[config.mk]
export PLATFORM = sky130hd
export DESIGN_NAME = ir_remote_pulse_decoder_core_flat
export DESIGN_NICKNAME = d
export VERILOG_FILES = /design/src/design/irpd_pkg.sv /design/src/design/irpd_if.sv /design/src/design/irpd_cfg_regs.sv /design/src/design/irpd_pulse_timer.sv /design/src/design/irpd_frame_fsm.sv /design/src/design/irpd_result_reg.sv /design/src/design/ir_remote_pulse_decoder_core.sv /design/src/flat_wrapper.sv
export VERILOG_INCLUDE_DIRS = /design/src /design/src/design
export SDC_FILE = /design/constraint.sdc
export NUM_CORES = 1
export LEC_CHECK = 0
export BUFFER_PORTS_ARGS = -buffer_cell sky130_fd_sc_hd__buf_2
export CAP_MARGIN = 5
export CORE_ASPECT_RATIO = 1.2
export CORE_MARGIN = 5
export CORE_UTILIZATION = 45
export CTS_CLUSTER_SIZE = 8
export DETAILED_ROUTE_END_ITERATION = 8
export PLACE_DENSITY_LB_ADDON = 0.25
export SETUP_SLACK_MARGIN = 0.2
export SLEW_MARGIN = 20
export SYNTH_ARGS = -nofsm -noshare
export SYNTH_HDL_FRONTEND = slang
export SYNTH_SLANG_ARGS = --single-unit
[constraint.sdc]
create_clock -name clk_i -period 8.8 [get_ports clk_i]
set_input_delay 1.32 -clock clk_i [delete_from_list [all_inputs] [get_ports clk_i]]
set_output_delay 1.32 -clock clk_i [all_outputs]
set_load 0.1 [all_outputs]
[src/design/ir_remote_pulse_decoder_core_macros.svh]
// Assertion helpers for the decoder. Both macros sample on clk_i and are
// disabled while rst_ni is low, so they expect those names in scope.
`ifndef IR_REMOTE_PULSE_DECODER_CORE_MACROS_SVH
`define IR_REMOTE_PULSE_DECODER_CORE_MACROS_SVH

// Holds a temporal property on every clock edge outside reset.
`define IRPD_ASSERT(label, prop) \
  label: assert property (@(posedge clk_i) disable iff (!rst_ni) prop) \
    else $error("irpd assertion failed");

// Flags a condition that must never be true outside reset.
`define IRPD_ASSERT_NEVER(label, cond) \
  label: assert property (@(posedge clk_i) disable iff (!rst_ni) !(cond)) \
    else $error("irpd forbidden condition seen");

`endif

[src/design/irpd_pkg.sv]
`timescale 1ns / 1ps

package irpd_pkg;

  localparam int unsigned FRAME_BYTES_DEF = 4;
  localparam int unsigned CODE_W          = 32;
  localparam int unsigned TICK_W          = 8;
  localparam int unsigned CFG_IDX_W       = 3;
  localparam int unsigned CFG_DATA_W      = 32;

  localparam logic [TICK_W-1:0] TICK_MAX = '1;

  // Reset values of the configuration registers.
  localparam logic [CODE_W-1:0] EXPECTED_RST = {8'hE0, 8'hE0, 8'h36, 8'hC9};
  localparam logic [TICK_W-1:0] LEADER_MIN_RST = 8'd90;
  localparam logic [TICK_W-1:0] LEADER_MAX_RST = 8'd110;
  localparam logic [TICK_W-1:0] SHORT_MIN_RST  = 8'd9;
  localparam logic [TICK_W-1:0] SHORT_MAX_RST  = 8'd18;
  localparam logic [TICK_W-1:0] LONG_MIN_RST   = 8'd33;
  localparam logic [TICK_W-1:0] LONG_MAX_RST   = 8'd45;

  typedef enum logic [CFG_IDX_W-1:0] {
    CFG_EXPECTED   = 3'd0,
    CFG_LEADER_MIN = 3'd1,
    CFG_LEADER_MAX = 3'd2,
    CFG_SHORT_MIN  = 3'd3,
    CFG_SHORT_MAX  = 3'd4,
    CFG_LONG_MIN   = 3'd5,
    CFG_LONG_MAX   = 3'd6
  } cfg_idx_e;

  typedef enum logic [1:0] {
    STAGE_LEAD_LOW  = 2'd0,
    STAGE_LEAD_HIGH = 2'd1,
    STAGE_GAP       = 2'd2,
    STAGE_BIT       = 2'd3
  } stage_e;

  typedef struct packed {
    logic [CODE_W-1:0] expected;
    logic [TICK_W-1:0] leader_min;
    logic [TICK_W-1:0] leader_max;
    logic [TICK_W-1:0] short_min;
    logic [TICK_W-1:0] short_max;
    logic [TICK_W-1:0] long_min;
    logic [TICK_W-1:0] long_max;
  } cfg_t;

  // Level change seen on the sample being accepted.
  typedef struct packed {
    logic              strobe;
    logic              was_high;
    logic [TICK_W-1:0] ticks;
  } pulse_t;

  // Frame tracker status seen by the top level.
  typedef struct packed {
    stage_e stage;
    logic   last_bit;
    logic   done;
  } frame_stat_t;

endpackage

[src/design/irpd_if.sv]
`timescale 1ns / 1ps

interface irpd_in_if;
  logic valid;
  logic ready;
  logic level;

  modport source (output valid, output level, input ready);
  modport sink   (input valid, input level, output ready);
endinterface

interface irpd_out_if;
  logic                             valid;
  logic                             ready;
  logic [irpd_pkg::CODE_W-1:0]      code;
  logic                             match;

  modport source (output valid, output code, output match, input ready);
  modport sink   (input valid, input code, input match, output ready);
endinterface

[src/design/irpd_cfg_regs.sv]
`timescale 1ns / 1ps

module irpd_cfg_regs (
  input  logic                              clk_i,
  input  logic                              rst_ni,
  input  logic                              cfg_we_i,
  input  logic [irpd_pkg::CFG_IDX_W-1:0]    cfg_idx_i,
  input  logic [irpd_pkg::CFG_DATA_W-1:0]   cfg_wdata_i,
  output irpd_pkg::cfg_t                    cfg_o
);

  irpd_pkg::cfg_t cfg_q;
  logic [irpd_pkg::TICK_W-1:0] byte_val;

  assign byte_val = cfg_wdata_i[irpd_pkg::TICK_W-1:0];

  always_ff @(posedge clk_i or negedge rst_ni) begin
    if (!rst_ni) begin
      cfg_q.expected   <= irpd_pkg::EXPECTED_RST;
      cfg_q.leader_min <= irpd_pkg::LEADER_MIN_RST;
      cfg_q.leader_max <= irpd_pkg::LEADER_MAX_RST;
      cfg_q.short_min  <= irpd_pkg::SHORT_MIN_RST;
      cfg_q.short_max  <= irpd_pkg::SHORT_MAX_RST;
      cfg_q.long_min   <= irpd_pkg::LONG_MIN_RST;
      cfg_q.long_max   <= irpd_pkg::LONG_MAX_RST;
    end else if (cfg_we_i) begin
      unique case (cfg_idx_i)
        irpd_pkg::CFG_EXPECTED:   cfg_q.expected   <= cfg_wdata_i[irpd_pkg::CODE_W-1:0];
        irpd_pkg::CFG_LEADER_MIN: cfg_q.leader_min <= byte_val;
        irpd_pkg::CFG_LEADER_MAX: cfg_q.leader_max <= byte_val;
        irpd_pkg::CFG_SHORT_MIN:  cfg_q.short_min  <= byte_val;
        irpd_pkg::CFG_SHORT_MAX:  cfg_q.short_max  <= byte_val;
        irpd_pkg::CFG_LONG_MIN:   cfg_q.long_min   <= byte_val;
        irpd_pkg::CFG_LONG_MAX:   cfg_q.long_max   <= byte_val;
        default: ;
      endcase
    end
  end

  assign cfg_o = cfg_q;

endmodule

[src/design/irpd_pulse_timer.sv]
`timescale 1ns / 1ps

module irpd_pulse_timer (
  input  logic             clk_i,
  input  logic             rst_ni,
  input  logic             accept_i,
  input  logic             level_i,
  output irpd_pkg::pulse_t pulse_o
);

  logic                        level_q, level_d;
  logic [irpd_pkg::TICK_W-1:0] ticks_q, ticks_d;
  logic                        change;

  assign change = level_i != level_q;

  always_comb begin
    level_d = level_q;
    ticks_d = ticks_q;
    if (accept_i) begin
      if (change) begin
        level_d = level_i;
        ticks_d = '0;
      end else if (ticks_q != irpd_pkg::TICK_MAX) begin
        ticks_d = ticks_q + 1'b1;
      end
    end
  end

  always_ff @(posedge clk_i or negedge rst_ni) begin
    if (!rst_ni) begin
      level_q <= 1'b1;
      ticks_q <= '0;
    end else begin
      level_q <= level_d;
      ticks_q <= ticks_d;
    end
  end

  // The level that just ended is the stored one; its length is the count.
  assign pulse_o.strobe   = accept_i & change;
  assign pulse_o.was_high = level_q;
  assign pulse_o.ticks    = ticks_q;

endmodule

[src/design/irpd_frame_fsm.sv]
`timescale 1ns / 1ps

module irpd_frame_fsm #(
  parameter int unsigned FRAME_BYTES = irpd_pkg::FRAME_BYTES_DEF
) (
  input  logic                         clk_i,
  input  logic                         rst_ni,
  input  irpd_pkg::cfg_t               cfg_i,
  input  irpd_pkg::pulse_t             pulse_i,
  output irpd_pkg::frame_stat_t        stat_o,
  output logic [irpd_pkg::CODE_W-1:0]  code_o,
  output logic                         match_o
);

  localparam int unsigned FRAME_BITS = FRAME_BYTES * 8;
  localparam int unsigned IDX_W      = $clog2(FRAME_BITS);
  localparam logic [IDX_W-1:0] LAST_IDX = IDX_W'(FRAME_BITS - 1);

  irpd_pkg::stage_e            stage_q, stage_d;
  logic [irpd_pkg::CODE_W-1:0] shift_q, shift_d;
  logic [IDX_W-1:0]            idx_q, idx_d;
  logic                        done;
  logic                        lead, shrt, lng;
  logic [irpd_pkg::TICK_W-1:0] n;

  assign n    = pulse_i.ticks;
  assign lead = (n > cfg_i.leader_min) && (n < cfg_i.leader_max);
  assign shrt = (n > cfg_i.short_min) && (n < cfg_i.short_max);
  assign lng  = (n > cfg_i.long_min) && (n < cfg_i.long_max);

  always_comb begin
    logic bad;
    bad     = 1'b0;
    stage_d = stage_q;
    shift_d = shift_q;
    idx_d   = idx_q;
    done    = 1'b0;
    if (pulse_i.strobe) begin
      unique case (stage_q)
        irpd_pkg::STAGE_LEAD_LOW: begin
          if (!pulse_i.was_high && lead) stage_d = irpd_pkg::STAGE_LEAD_HIGH;
          else bad = 1'b1;
        end
        irpd_pkg::STAGE_LEAD_HIGH: begin
          if (pulse_i.was_high && lead) stage_d = irpd_pkg::STAGE_GAP;
          else bad = 1'b1;
        end
        irpd_pkg::STAGE_GAP: begin
          if (!pulse_i.was_high && shrt) stage_d = irpd_pkg::STAGE_BIT;
          else bad = 1'b1;
        end
        irpd_pkg::STAGE_BIT: begin
          if (pulse_i.was_high && (shrt || lng)) begin
            // A pulse inside both windows counts as a one.
            shift_d = {shift_q[irpd_pkg::CODE_W-2:0], lng};
            stage_d = irpd_pkg::STAGE_GAP;
            if (idx_q == LAST_IDX) begin
              done    = 1'b1;
              stage_d = irpd_pkg::STAGE_LEAD_LOW;
              idx_d   = '0;
            end else begin
              idx_d = idx_q + 1'b1;
            end
          end else begin
            bad = 1'b1;
          end
        end
        default: bad = 1'b1;
      endcase
      if (bad) begin
        stage_d = irpd_pkg::STAGE_LEAD_LOW;
        idx_d   = '0;
      end
    end
  end

  always_ff @(posedge clk_i or negedge rst_ni) begin
    if (!rst_ni) begin
      stage_q <= irpd_pkg::STAGE_LEAD_LOW;
      shift_q <= '0;
      idx_q   <= '0;
    end else begin
      stage_q <= stage_d;
      shift_q <= shift_d;
      idx_q   <= idx_d;
    end
  end

  assign stat_o.stage    = stage_q;
  assign stat_o.last_bit = idx_q == LAST_IDX;
  assign stat_o.done     = done;
  assign code_o          = shift_d;
  assign match_o         = shift_d == cfg_i.expected;

endmodule

[src/design/irpd_result_reg.sv]
`timescale 1ns / 1ps

module irpd_result_reg (
  input  logic                        clk_i,
  input  logic                        rst_ni,
  input  logic                        push_i,
  input  logic [irpd_pkg::CODE_W-1:0] code_i,
  input  logic                        match_i,
  irpd_out_if.source                  out_if
);

  logic                        valid_q, valid_d;
  logic [irpd_pkg::CODE_W-1:0] code_q;
  logic                        match_q;

  always_comb begin
    valid_d = valid_q;
    if (push_i) valid_d = 1'b1;
    else if (out_if.ready) valid_d = 1'b0;
  end

  always_ff @(posedge clk_i or negedge rst_ni) begin
    if (!rst_ni) valid_q <= 1'b0;
    else valid_q <= valid_d;
  end

  always_ff @(posedge clk_i) begin
    if (push_i) begin
      code_q  <= code_i;
      match_q <= match_i;
    end
  end

  assign out_if.valid = valid_q;
  assign out_if.code  = code_q;
  assign out_if.match = match_q;

endmodule

[src/design/ir_remote_pulse_decoder_core.sv]
// Infrared remote frame decoder, pulse-distance coded, one sampled receiver
// level per request on the input channel (valid/ready, field level).
// Each request extends the length of the current level, saturating at 255.
// When the level changes, the length of the level that just ended is
// checked against the window of the current stage: leader low, leader high,
// bit gap, then bit pulse, where a short pulse is a 0 and a long one a 1.
// After the last bit of the frame the output channel carries one request
// with the received code and a match flag against the expected code.
// Throughput is one sample per cycle when not held back; the decision is
// a few 8-bit window compares, a 32-bit shift and one 32-bit equality
// compare. Latency: the result is valid the cycle after the completing
// sample. The output sits in a single result register. When the receiver
// stalls, samples keep being taken, except for a sample that could complete
// a frame while the result register is still full and not being drained.
// Reset clears the stage, bit count and tick count, sets the remembered
// level high and loads the configuration registers with their defaults.
// Configuration writes land on the next clock edge and should only be made
// while the block is idle.
`timescale 1ns / 1ps
`include "ir_remote_pulse_decoder_core_macros.svh"

module ir_remote_pulse_decoder_core #(
  parameter int unsigned FRAME_BYTES = irpd_pkg::FRAME_BYTES_DEF
) (
  input  logic                            clk_i,
  input  logic                            rst_ni,
  input  logic                            cfg_we_i,
  input  logic [irpd_pkg::CFG_IDX_W-1:0]  cfg_idx_i,
  input  logic [irpd_pkg::CFG_DATA_W-1:0] cfg_wdata_i,
  irpd_in_if.sink                         in_if,
  irpd_out_if.source                      out_if
);

  irpd_pkg::cfg_t              cfg;
  irpd_pkg::pulse_t            pulse;
  irpd_pkg::frame_stat_t       stat;
  logic [irpd_pkg::CODE_W-1:0] frame_code;
  logic                        frame_match;
  logic                        accept;
  logic                        may_finish;

  // Only a bit pulse at the last bit position can finish a frame, so the
  // input waits on the output side only in that state.
  assign may_finish  = (stat.stage == irpd_pkg::STAGE_BIT) && stat.last_bit;
  assign in_if.ready = !may_finish || !out_if.valid || out_if.ready;
  assign accept      = in_if.valid && in_if.ready;

  irpd_cfg_regs u_cfg (
    .clk_i       (clk_i),
    .rst_ni      (rst_ni),
    .cfg_we_i    (cfg_we_i),
    .cfg_idx_i   (cfg_idx_i),
    .cfg_wdata_i (cfg_wdata_i),
    .cfg_o       (cfg)
  );

  irpd_pulse_timer u_timer (
    .clk_i    (clk_i),
    .rst_ni   (rst_ni),
    .accept_i (accept),
    .level_i  (in_if.level),
    .pulse_o  (pulse)
  );

  irpd_frame_fsm #(
    .FRAME_BYTES (FRAME_BYTES)
  ) u_frame (
    .clk_i   (clk_i),
    .rst_ni  (rst_ni),
    .cfg_i   (cfg),
    .pulse_i (pulse),
    .stat_o  (stat),
    .code_o  (frame_code),
    .match_o (frame_match)
  );

  irpd_result_reg u_result (
    .clk_i   (clk_i),
    .rst_ni  (rst_ni),
    .push_i  (stat.done),
    .code_i  (frame_code),
    .match_i (frame_match),
    .out_if  (out_if)
  );

  // A finished frame never overwrites a result that is still waiting.
  `IRPD_ASSERT_NEVER(a_no_overwrite, stat.done && out_if.valid && !out_if.ready)
  // A finished frame shows up on the output in the next cycle.
  `IRPD_ASSERT(a_done_to_out, stat.done |=> out_if.valid)
  // A new result only follows a sample taken in the bit stage.
  `IRPD_ASSERT(a_out_from_bit, $rose(out_if.valid) |-> $past(may_finish))

endmodule

[src/flat_wrapper.sv]
// flat-port wrapper written by rule: the top's interface ports become plain ports
module ir_remote_pulse_decoder_core_flat 
#(
  parameter int unsigned FRAME_BYTES = irpd_pkg::FRAME_BYTES_DEF
)
  (clk_i, rst_ni, cfg_we_i, cfg_idx_i, cfg_wdata_i, in_if_valid, in_if_level, in_if_ready, out_if_valid, out_if_code, out_if_match, out_if_ready);
  irpd_in_if in_if_i ();
  irpd_out_if out_if_i ();
  input  logic clk_i;
  input  logic rst_ni;
  input  logic cfg_we_i;
  input  logic [irpd_pkg::CFG_IDX_W-1:0] cfg_idx_i;
  input  logic [irpd_pkg::CFG_DATA_W-1:0] cfg_wdata_i;
  input wire logic [$bits(in_if_i.valid)-1:0] in_if_valid;
  input wire logic [$bits(in_if_i.level)-1:0] in_if_level;
  output wire logic [$bits(in_if_i.ready)-1:0] in_if_ready;
  output wire logic [$bits(out_if_i.valid)-1:0] out_if_valid;
  output wire logic [$bits(out_if_i.code)-1:0] out_if_code;
  output wire logic [$bits(out_if_i.match)-1:0] out_if_match;
  input wire logic [$bits(out_if_i.ready)-1:0] out_if_ready;
  assign in_if_i.valid = in_if_valid;
  assign in_if_i.level = in_if_level;
  assign in_if_ready = in_if_i.ready;
  assign out_if_valid = out_if_i.valid;
  assign out_if_code = out_if_i.code;
  assign out_if_match = out_if_i.match;
  assign out_if_i.ready = out_if_ready;
  ir_remote_pulse_decoder_core #(.FRAME_BYTES(FRAME_BYTES)) u_core (.clk_i(clk_i), .rst_ni(rst_ni), .cfg_we_i(cfg_we_i), .cfg_idx_i(cfg_idx_i), .cfg_wdata_i(cfg_wdata_i), .in_if(in_if_i), .out_if(out_if_i));
endmodule
==> results of run 1 <==
[routing by layer]
layer  up-vias  wire, µm
met1      2695      7620
met2       124      9530
met3        37       669
met4         0       507
met5         -         0
li1       2557         -
[Yosys cell counts, drive strengths merged (2+ instances only)]
master,n
nor3b,2
nor3,9
nand2,53
a2111oi,2
nor2,19
and3,3
o21ai,58
o2bb2ai,4
o31ai,4
a21oi,14
and4b,2
nor4,2
o221ai,2
mux2i,2
mux2,76
nor2b,5
clkbuf,9
o22ai,5
dfrtp,95
nand2b,9
nand4,17
buf,5
o211a,2
inv,65
or2,2
a21o,9
nand4b,4
edfxtp,33
a31oi,2
nand3,9
xor2,8
xnor2,40
a22o,3
dfstp,34
ha,48
[flip-flops by register name, indices dropped and copies added (netlist names)]
| name | cells |
|---|---|
| u_core.u_cfg.cfg_o | 80 |
| u_core.u_frame.idx_q | 5 |
| u_core.u_frame.shift_q | 32 |
| u_core.u_frame.stage_q | 2 |
| u_core.u_result.out_if.code | 32 |
| u_core.u_result.out_if.match | 1 |
| u_core.u_result.out_if.valid | 1 |
| u_core.u_timer.level_q | 1 |
| u_core.u_timer.ticks_q | 8 |
[layout make-up]
type / count / area, µm² / area share
flip-flops and latches: 162 / 4260 / 0.461
repair buffers: 81 / 427 / 0.0462
well taps: 220 / 275 / 0.0298
clock inverters: 13 / 149 / 0.0161
inverters: 65 / 244 / 0.0264
multi-input cells: 431 / 3420 / 0.370
clock buffers: 19 / 464 / 0.0502
[metrics by stage]
stage                     hold slack, ns  instance area [µm²]  utilization
after floorplan                    0.478                 7990            -
after global placement             0.488                 8630        0.493
after detailed placement           0.495                 8630        0.493
after CTS                          0.509                 9240        0.528
after global routing               0.529                 9240        0.528
final                              0.502                 9240        0.528
[cells in the final DEF, fill, tap and decap left out, types with 3 or more instances in the layout]
cell	n
sky130_fd_sc_hd__o21ai_0	52
sky130_fd_sc_hd__nand4b_1	4
sky130_fd_sc_hd__nand3_1	7
sky130_fd_sc_hd__inv_1	64
sky130_fd_sc_hd__o22ai_1	5
sky130_fd_sc_hd__nand2b_1	9
sky130_fd_sc_hd__a21o_1	9
sky130_fd_sc_hd__a21oi_1	13
sky130_fd_sc_hd__buf_4	6
sky130_fd_sc_hd__mux2_2	76
sky130_fd_sc_hd__o2bb2ai_1	3
sky130_fd_sc_hd__nor3_1	8
sky130_fd_sc_hd__buf_2	74
sky130_fd_sc_hd__ha_1	48
sky130_fd_sc_hd__nor2_1	19
sky130_fd_sc_hd__dfrtp_1	95
sky130_fd_sc_hd__edfxtp_1	33
sky130_fd_sc_hd__clkbuf_16	18
sky130_fd_sc_hd__xor2_1	8
sky130_fd_sc_hd__o21ai_1	5
sky130_fd_sc_hd__clkinv_4	4
sky130_fd_sc_hd__dfstp_2	34
sky130_fd_sc_hd__a22o_1	3
sky130_fd_sc_hd__xnor2_1	40
sky130_fd_sc_hd__nand4_1	17
sky130_fd_sc_hd__and3_1	3
sky130_fd_sc_hd__nor2b_1	5
sky130_fd_sc_hd__nand2_1	53
[worst register-to-register path, delay by kind of cell, from the launching register on]
kind | cells | cell delay (ns)
buffers and inverters | 1 | 0.50
AO/OA/AOI/OAI | 4 | 1.00
flip-flops | 1 | 0.61
multiplexers | 1 | 0.45
adder cells (fa/ha/maj) | 1 | 0.33
AND/OR/NAND/NOR | 3 | 0.45
[report_power, final]
group	total (W)	leakage (nW)	internal, W	switching (W)
sequential	0.000941	1.88	0.000872	0.0000690
combinational	0.000323	1.94	0.000155	0.000167
clock	0.000762	0.304	0.000448	0.000314
total	0.00203	4.12	0.00148	0.000551
[cell families after synthesis]
logic type,Yosys count,synth area share
compound gates,116,0.0993
xor+xnor,48,0.0526
fa+ha+maj,48,0.0752
buf+inv,79,0.0389
flops,162,0.534
mux,78,0.110
simple gates,141,0.0906
[how the worst max path moves through the flow]
stage                              startpoint                             end  cells past startpoint
global placement                 out_if_ready    u_core.u_result.out_if.match                      9
floorplan                        out_if_ready  u_core.u_result.out_if.code[0]                      9
finish              u_core.u_timer.ticks_q[5]    u_core.u_result.out_if.match                     10
global route        u_core.u_timer.ticks_q[1]    u_core.u_result.out_if.match                     10
CTS                 u_core.u_timer.ticks_q[3]    u_core.u_result.out_if.match                     10
detailed placement               out_if_ready    u_core.u_result.out_if.match                      9
==> metrics.md, run 1 <==
| Metric | Value |
|---|---|
| Die height | roughly 160 µm |
| Crit path required time | 8.98 ns |
| Endpoint arrival time on the critical path | 3.76 ns |
| Netlist cell types | 60 |
| Signed area change from the synthesized netlist to the final layout | 15.8% |
| Buffers from clock root to sink, at most | 2 |
| Initial antenna violation count | 0 |
| Overall via count from detail_route | 5413 |
| FF-to-FF End | u_core.u_result.out_if.match |
| Starting Density | 0.456 |
| Total power density per cell area | 219 nW/µm² |
| Count of final hold-check violations | 0 |
| Cells on Worst Hold Path | 2 |
| Number of buffers added by the clock tree synthesis step | 17 |
| Vias/cell | 5.46 |
| Bufs and invs on worst path | 1 |
| Hold/Removal Path Class | reg2reg |
| Routed wire per std cell | 18.5 µm |
| Synth top area share | 0.298 |
| Final setup violation count | 0 |
| DRC violation count after routing | 0 |
| Hold worst-path end | u_core.u_cfg.cfg_o[17] |
| Cell family with the largest share of critical-path delay | compound AO/OA/AOI/OAI gates |
| Area of the die | ~21000 µm² |
| TritonCTS sink count | 162 |
| Number of placed instances, taps included | 959 |
| Start point of the worst min-delay path | u_core.u_cfg.cfg_o[17] |
| Unrepaired setup endpoints after global routing | no |
| Largest stage delay, worst path | 0.61 ns |
| Routability-driven placement congestion ratio | 0.885 |
| Number of gates resized after CTS | 0 |
| Pin count of the biggest net entering global routing | just under 90 |
| Instance count of the mapped netlist | 672 |
| Maximum VDD drop | around 140 µV |
| Worst Clk Skew | 0.00913 ns |
| Crit Path Class | reg2reg |
| Via count of the first global-routing pass | 5801 |
| Largest cells by area after synthesis | sky130_fd_sc_hd__dfrtp_1 30%, sky130_fd_sc_hd__edfxtp_1 12%, sky130_fd_sc_hd__dfstp_2 11%, sky130_fd_sc_hd__mux2_2 11%, sky130_fd_sc_hd__ha_1 7.5% |
| Tot Pwr | 0.00203 W |
| Clock edge transition at the registers on the reported setup and hold paths | ~0.070 ns |
| Detailed placement HPWL | about 13000 µm |
| Number of design-rule violations left by the first detailed-router iteration | 301 |
| Filler Cell Count | around 1.6k |
| Post-synthesis instance area | 7990 µm² |
| First-pass GRT wire length | 30400 µm |
| Total core area | 17500 µm² |
| Buffer cell driving the clock tree root | sky130_fd_sc_hd__clkbuf_16 |
| Cell-by-cell listing of the critical path | ha_1, a211oi_1, nor2_1, a311oi_2, nand3_2, a21oi_4, buf_4, mux2_2, o221a_1, and4b_1 |
| ANT cells | 0 |
| Top achievable clock speed | 280 MHz |
| Count of cells along the worst register-to-register path | 10 |
| Number of setup buffers added after CTS | 0 |
| Critical path startpoint category | register |
| Total Neg Setup Slack | 0 ns |
| Tightest slew margin relative to the limit | 0.405 |
| Std-Cell Rows | between 50 and 60 |
| Routing layer with the top usage in global route | met2 |
| GRT met2 Usage | 0.326 |
| Element type at the critical path end | register |
| Run status | finished, final reports clean |
| Startpoint of the worst-slack reg-to-reg timing path | u_core.u_timer.ticks_q[5] |
| Flops & latches, synth | 162 |
| Iteration count of the initial detailed-routing pass | 4 |
| Static leakage | 4.12 nW |
| Number of synthesis warnings | 0 |
| Remaining global-route overflow | 0 |
| Synth Flop Type | sky130_fd_sc_hd__dfrtp_1 |
| Average instance area after synthesis | 11.9 µm² |
| Final net count | 847 |
| Pre-CTS setup slack | around 4.9 ns |
| GR met3 Demand/Resource | 0.0419 |
| Post-synthesis net count | 761 |
| Overall Global Routing Usage | 0.186 |
| Fraction of registers with async set or reset after synthesis | 0.796 |
| Final Critical Period | ~3.6 ns |
| Number of port buffers | 75 |
| H-tree levels | 4 |
| Crit-path slowest cell | sky130_fd_sc_hd__dfrtp_1 |
| Post-synth EDFFs | 33 |
| ANT nets after route | 0 |
| Ratio of cells with drive above 1 in the final layout | 0.311 |
| Number of top-level design ports | 76 |
| Top fanout value on the critical path | 53 |
| MaxCap Viol Count | 0 |
| Sequential cell area fraction in the yosys report | 0.534 |
| Slew at the pin closest to its max-slew limit | 0.889 ns |
| Die width | between 100 and 150 µm |
| Final Max Slew Viols | 0 |
| Library cell with the largest summed area after synthesis | sky130_fd_sc_hd__dfrtp_1 |
| Post-CTS Hold Fix Bufs | 0 |
| Non-filler instance count after layout | 991 |
| Post-route clock period utilization | 0.406 |
| Setup slack of the most critical reg-to-reg path | 5.23 ns |
| Sum of routed wire length over all layers | 18300 µm |
| TritonCTS clock tree | built |
| Setup ws final | 5.23 ns |
| Met1 routing resource usage after global routing | 0.223 |
| Clock Latency Late Sink | roughly 0.43 ns |
Note: power is estimated with default switching activity, not from simulation.
==> run 2, diff against run 1 <==
clock period = 3.5 ns   (was 8.8 ns; I/O delays follow)
==> metrics.md, run 2 (same netlist as run 1, synthesis figures left out) <==
| Metric | Value |
|---|---|
| Run status | finished, final reports clean |
| Overall Global Routing Usage | 0.193 |
| Number of design-rule violations left by the first detailed-router iteration | ~360 |
| Clock Latency Late Sink | 0.43 ns |
| Hold/Removal Path Class | in2async |
| TritonCTS clock tree | built |
| Number of port buffers | 75 |
| Most frequent cells in the layout | 95 x sky130_fd_sc_hd__dfrtp_1, 76 x sky130_fd_sc_hd__mux2_2, 74 x sky130_fd_sc_hd__buf_2 |
| Overall via count from detail_route | roughly 5.4k |
| Number of top-level design ports | 76 |
| Via count of the first global-routing pass | between 5k and 6k |
| DRC violation count after routing | 0 |
| Die width | 132 µm |
| Crit path required time | 3.69 ns |
| Buffers from clock root to sink, at most | 2 |
| Total Neg Setup Slack | 0 ns |
| Signed area change from the synthesized netlist to the final layout | 17.1% |
| Clock edge transition at the registers on the reported setup and hold paths | 0.06 ns |
| Tightest slew margin relative to the limit | 0.500 |
| Most frequent standard cell in the layout excluding fill and tap cells | sky130_fd_sc_hd__dfrtp_1 |
| Unrepaired setup endpoints after global routing | no |
| Share of total power in the clock network | 0.380 |
| Filler Cell Count | about 1.6k |
| Slew at the pin closest to its max-slew limit | between 0.7 and 0.8 ns |
| Area of the die | 20500 µm² |
| Total core area | 17500 µm² |
| Worst Clk Skew | 0.00736 ns |
| Proportion of total power due to net switching | 0.268 |
| Flip-flop count of the largest register, all copies and words added | 80 |
| Iteration count of the initial detailed-routing pass | 4 |
| Detailed placement HPWL | 14300 µm |
| Static leakage | 4.16 nW |
| TritonCTS sink count | 162 |
| Total power density per cell area | 554 nW/µm² |
| MaxCap Viol Count | 0 |
| Ratio of cells with drive above 1 in the final layout | 0.318 |
| Sum of routed wire length over all layers | 19100 µm |
| ANT nets after route | 0 |
| ANT cells | 0 |
| Pin count of the biggest net entering global routing | between 70 and 80 |
| Tot Pwr | 0.00518 W |
| Routed wire per std cell | 19.0 µm |
| Critical path startpoint category | register |
| Sequential share of power | 0.454 |
| Post-route clock period utilization | 0.890 |
| P_int | 0.00379 W |
| Element type at the critical path end | register |
| Std-Cell Rows | 53 |
| Top achievable clock speed | approximately 320 MHz |
| Number of gates resized after CTS | 0 |
| First-pass GRT wire length | ~31000 µm |
| Count of final hold-check violations | 0 |
| Combinational group share of total power | 0.166 |
| Final Max Slew Viols | 0 |
| Initial antenna violation count | 0 |
| Endpoint arrival time on the critical path | 3.30 ns |
| Vias/cell | 5.43 |
| Maximum VDD drop | 358 µV |
| Routability-driven placement congestion ratio | 0.889 |
| Final Critical Period | approximately 3.1 ns |
| Buffer cell driving the clock tree root | sky130_fd_sc_hd__clkbuf_16 |
| Crit Path Class | reg2reg |
| Net switching power | 0.00139 W |
| Final setup violation count | 0 |
| Die height | between 150 and 200 µm |
| Starting Density | 0.456 |
| H-tree levels | 4 |
| Top fanout value on the critical path | 10 |
| Final net count | 858 |
| Number of buffers added by the clock tree synthesis step | 17 |
| Remaining global-route overflow | 0 |
run 2: final cells by class:
cell class	count	area [µm²]	area share
clock buffer	18	429	0.0459
timing repair buffer	92	534	0.0571
inverter	65	248	0.0265
sequential	162	4260	0.456
tap	220	275	0.0294
multi-input combinational	431	3420	0.365
clock inverter	14	186	0.0199
run 2: stage by stage:
step           area [µm²]  setup slack [ns]  std cells  utilization  hold slack, ns
6_report             9350             0.386       1002        0.534           0.145
2_1_floorplan        7990             0.272        672            -           0.229
4_1_cts              9330             0.307       1001        0.533           0.282
5_1_grt              9350             0.266       1002        0.534           0.201
3_3_place_gp         8710             0.442        969        0.498           0.489
3_5_place_dp         8710             0.338        969        0.498           0.492
run 2: per-layer routing:
layer	part of all wire	global-route usage	vias up	routed length, µm
met5	0	0	-	0
met4	0.024	0.0750	0	459
met3	0.033	0.0416	40	635
met2	0.53	0.349	107	10100
met1	0.41	0.225	2715	7880
li1	-	-	2576	-
run 2: power by group through the flow:
stage                     registers [W]  logic (W)  clock network (W)
after global routing            0.00238   0.000973            0.00209
after global placement          0.00238   0.000820                  0
final                           0.00235   0.000858            0.00197
after detailed placement        0.00238   0.000861                  0
after CTS                       0.00235   0.000866            0.00199
after floorplan                 0.00234   0.000597                  0
run 2: path summary, 6_finish.rpt:
kind	slack, ns	to	depth (start not counted)	start
setup / recovery	0.39	u_core.u_result.out_if.match	11	u_core.u_frame.idx_q[0]
hold / removal	0.14	u_core.u_frame.shift_q[20]	1	rst_ni
setup reg to reg	0.39	u_core.u_result.out_if.match	11	u_core.u_frame.idx_q[0]
hold reg to reg	0.51	u_core.u_cfg.cfg_o[9]	1	u_core.u_cfg.cfg_o[9]
max in group asynchronous	2.53	u_core.u_cfg.cfg_o[38]	2	rst_ni
min in group clk_i	0.30	u_core.u_cfg.cfg_o[63]	3	cfg_wdata_i[15]
run 2: critical path, stage by stage, from the launching register on:
cell and delay [ns]:
sky130_fd_sc_hd__dfrtp_1 0.40, sky130_fd_sc_hd__ha_1 0.23, sky130_fd_sc_hd__and3_1 0.19, sky130_fd_sc_hd__ha_1 0.26, sky130_fd_sc_hd__nand3_2 0.13, sky130_fd_sc_hd__o21ai_2 0.09
sky130_fd_sc_hd__or4_4 0.46, sky130_fd_sc_hd__a21oi_4 0.15, sky130_fd_sc_hd__buf_12 0.14, sky130_fd_sc_hd__mux2_2 0.36, sky130_fd_sc_hd__o221a_1 0.25, sky130_fd_sc_hd__and4b_1 0.19
run 2: timing repair:
action	CTS	global route
buffers inserted	0	1
setup endpoints to repair	0	1
hold buffers	0	0
==> run 3, diff against run 2 <==
ABC_AREA = 1   (was default)
BUFFER_PORTS_ARGS = -buffer_cell sky130_fd_sc_hd__clkbuf_2   (was -buffer_cell sky130_fd_sc_hd__buf_2)
==> metrics.md, run 3 <==
| Metric | Value |
|---|---|
| Post-synthesis instance area | 8150 µm² |
| TritonCTS clock tree | built |
| Average instance area after synthesis | 8.58 µm² |
| Remaining global-route overflow | 0 |
| Signed area change from the synthesized netlist to the final layout | 15.0% |
| Combined area of the multi-input logic cells | 3290 µm² |
| Filler Cell Count | 1722 |
| Synth top area share | 0.292 |
| Total Neg Setup Slack | 0 ns |
| Total core area | 18000 µm² |
| Top achievable clock speed | about 330 MHz |
| Final Critical Period | 3.02 ns |
| Total power density per cell area | 536 nW/µm² |
| Number of design-rule violations left by the first detailed-router iteration | roughly 410 |
| Sequential cell area fraction in the yosys report | 0.523 |
| Library cell with the largest summed area after synthesis | sky130_fd_sc_hd__dfrtp_1 |
| Cell-by-cell listing of the critical path | ha_1, nand2_1, nor2_1, and2_1, nor2_1, nand3_1, nand2_2, nand3_2, nand2_1, nand2_1, nand2_1, nand2_1, nor2_1, nand2_1, nor2_1, nand2_1, nor2_1 |
| Sequential share of power | 0.455 |
| Final setup violation count | 0 |
| First-pass GRT wire length | 30900 µm |
| Via count of the first global-routing pass | 6077 |
| Most frequent cell on the critical path | sky130_fd_sc_hd__nand2_1 |
| Std-Cell Rows | 54 |
| Number of synthesis warnings | 0 |
| MaxCap Viol Count | 0 |
| Final Hold Slack | between 0.2 and 0.25 ns |
| Instance count of the mapped netlist | 950 |
| Worst Clk Skew | 0.0128 ns |
| Synth Flop Type | sky130_fd_sc_hd__dfrtp_1 |
| Combinational group share of total power | 0.174 |
| Placement Cell Area | slightly below 9000 µm² |
| Hold/Removal Path Class | in2async |
| Buffer cell driving the clock tree root | sky130_fd_sc_hd__clkbuf_16 |
| ANT cells | 0 |
| Static leakage | 4.78 nW |
| Detailed placement HPWL | between 10000 and 15000 µm |
| Starting Density | 0.453 |
| Number of port buffers | 75 |
| Clock edge transition at the registers on the reported setup and hold paths | 0.07 ns |
| Largest cells by area after synthesis | sky130_fd_sc_hd__dfrtp_1 29%, sky130_fd_sc_hd__nand2_1 12%, sky130_fd_sc_hd__edfxtp_1 12%, sky130_fd_sc_hd__dfstp_2 11%, sky130_fd_sc_hd__ha_1 7.4% |
| Tot Pwr | just over 0.005 W |
| Net switching power | 0.00152 W |
| Top fanout value on the critical path | 10 |
| Sum of routed wire length over all layers | 18800 µm |
| Count of final hold-check violations | 0 |
| Overall via count from detail_route | 6428 |
| Cell family with the largest share of critical-path delay | simple AND/OR/NAND/NOR gates |
| Post-Layout Inst Area | 9370 µm² |
| ANT nets after route | 0 |
| Endpoint arrival time on the critical path | 3.31 ns |
| Proportion of total power due to net switching | 0.303 |
| Flops & latches, synth | between 150 and 200 |
| Vias/cell | 5.09 |
| Buffers from clock root to sink, at most | 2 |
| Post-synthesis net count | 1039 |
| Commonest cells post-synth | 269 x sky130_fd_sc_hd__nand2_1, 128 x sky130_fd_sc_hd__inv_1, 95 x sky130_fd_sc_hd__dfrtp_1 |
| Element type at the critical path end | register |
| H-tree levels | 4 |
| Unrepaired setup endpoints after global routing | no |
| Most frequent standard cell in the layout excluding fill and tap cells | sky130_fd_sc_hd__nand2_1 |
| Number of buffers added by the clock tree synthesis step | 17 |
| Number of setup buffers added after CTS | 0 |
| Slew at the pin closest to its max-slew limit | 0.857 ns |
| Flip-flop count of the largest register, all copies and words added | 80 |
| Die width | ~130 µm |
| Clock Latency Late Sink | between 0.4 and 0.5 ns |
| Largest stage delay, worst path | 0.58 ns |
| Most frequent cell after synthesis | sky130_fd_sc_hd__nand2_1 |
| Maximum VDD drop | 353 µV |
| P_int | 0.00350 W |
| Initial antenna violation count | 0 |
| Most frequent cells in the layout | 267 x sky130_fd_sc_hd__nand2_1, 128 x sky130_fd_sc_hd__inv_1, 90 x sky130_fd_sc_hd__dfrtp_1 |
| Area of the die | between 20000 and 25000 µm² |
| Netlist cell types | 38 |
| Pre-CTS setup slack | 0.224 ns |
| TritonCTS sink count | 162 |
| Pin count of the biggest net entering global routing | 69 |
| Run status | finished, final reports clean |
| Routability-driven placement congestion ratio | 0.824 |
| Bufs and invs on worst path | 0 |
| Tightest slew margin relative to the limit | 0.429 |
| Crit-path slowest cell | sky130_fd_sc_hd__dfrtp_1 |
| Sequential Area | 4270 µm² |
| Ratio of cells with drive above 1 in the final layout | 0.165 |
| Die height | 157 µm |
| Critical path startpoint category | register |
| Final Max Slew Viols | 0 |
| Post-route clock period utilization | 0.863 |
| Crit path required time | between 3 and 4 ns |
| Fraction of registers with async set or reset after synthesis | 0.796 |
| Setup ws final | roughly 0.48 ns |
| Iteration count of the initial detailed-routing pass | 5 |
| Number of top-level design ports | 76 |
| Crit Path Class | reg2reg |
| Share of total power in the clock network | 0.371 |
| Post-synth EDFFs | 33 |
| Routed wire per std cell | 14.9 µm |
| DRC violation count after routing | 0 |
| Overall Global Routing Usage | 0.186 |
| Final net count | 1114 |
==> run 3: area by class of cell <==
cell class	count	area share
Sequential cell	162	0.455
Multi-Input combinational cell	631	0.351
Inverter	130	0.0521
Timing Repair Buffer	83	0.0489
Clock buffer	17	0.0454
Tap cell	224	0.0299
Clock inverter	15	0.0174
==> run 3: per-stage QoR <==
stage,instances,utilization
after floorplan,950,-
after global placement,1228,0.486
after detailed placement,1228,0.486
after CTS,1261,0.519
after global routing,1262,0.521
final,1262,0.521
==> run 3: logic make-up (layout without fill, tap and decap cells) <==
logic type | Yosys count | after routing | synth area share
AO/OA/AOI/OAI | 121 | 121 | 0.0763
XOR/XNOR | 3 | 3 | 0.00322
adder cells (fa/ha/maj) | 48 | 48 | 0.0737
buffers and inverters | 159 | 245 | 0.0786
flip-flops | 162 | 162 | 0.523
multiplexers | 2 | 2 | 0.00276
AND/OR/NAND/NOR | 455 | 457 | 0.243
==> run 3: worst paths after layout <==
check	end	slack, ns	cells after the start	start
worst max-delay path	u_core.u_result.out_if.match	0.48	17	u_core.u_timer.ticks_q[2]
worst min-delay path	u_core.u_cfg.cfg_o[64]	0.20	1	rst_ni
worst max register to register	u_core.u_result.out_if.match	0.48	17	u_core.u_timer.ticks_q[2]
worst min register to register	u_core.u_cfg.cfg_o[77]	0.48	2	u_core.u_cfg.cfg_o[77]
max in group asynchronous	u_core.u_cfg.cfg_o[27]	2.37	2	rst_ni
min in group clk_i	u_core.u_cfg.cfg_o[79]	0.31	3	cfg_wdata_i[31]
==> run 3: what timing repair did <==
| action | 4_1_cts | 5_1_grt |
|---|---|---|
| gates cloned | 1 | 1 |
| endpoints found under the setup margin | 1 | 2 |
| hold buffers | 0 | 0 |
| pin swaps | 0 | 1 |
| gates resized for setup | 0 | 9 |
==> run 3: worst reg2reg max path, delay by kind of cell, from the launching register on <==
kind / cells / cell delay [ns]
DFF: 1 / 0.58
and+or+nand+nor: 16 / 2.02
adders and majority gates: 1 / 0.30
==> run 3: routing by layer <==
layer,up-vias,wire [µm],global-route usage
li1,3255,-,-
met1,3004,8490,0.242
met2,140,9150,0.313
met3,29,691,0.0297
met4,0,450,0.0777
met5,-,0,0
==> run 3: power by group through the flow <==
| stage | Combinational (W) | Sequential [W] | Clock (W) |
|---|---|---|---|
| 2_1_floorplan | 0.000656 | 0.00228 | 0 |
| 3_3_place_gp | 0.000846 | 0.00232 | 0 |
| 3_5_place_dp | 0.000866 | 0.00232 | 0 |
| 4_1_cts | 0.000873 | 0.00229 | 0.00191 |
| 5_1_grt | 0.00104 | 0.00232 | 0.00198 |
| 6_report | 0.000875 | 0.00229 | 0.00186 |
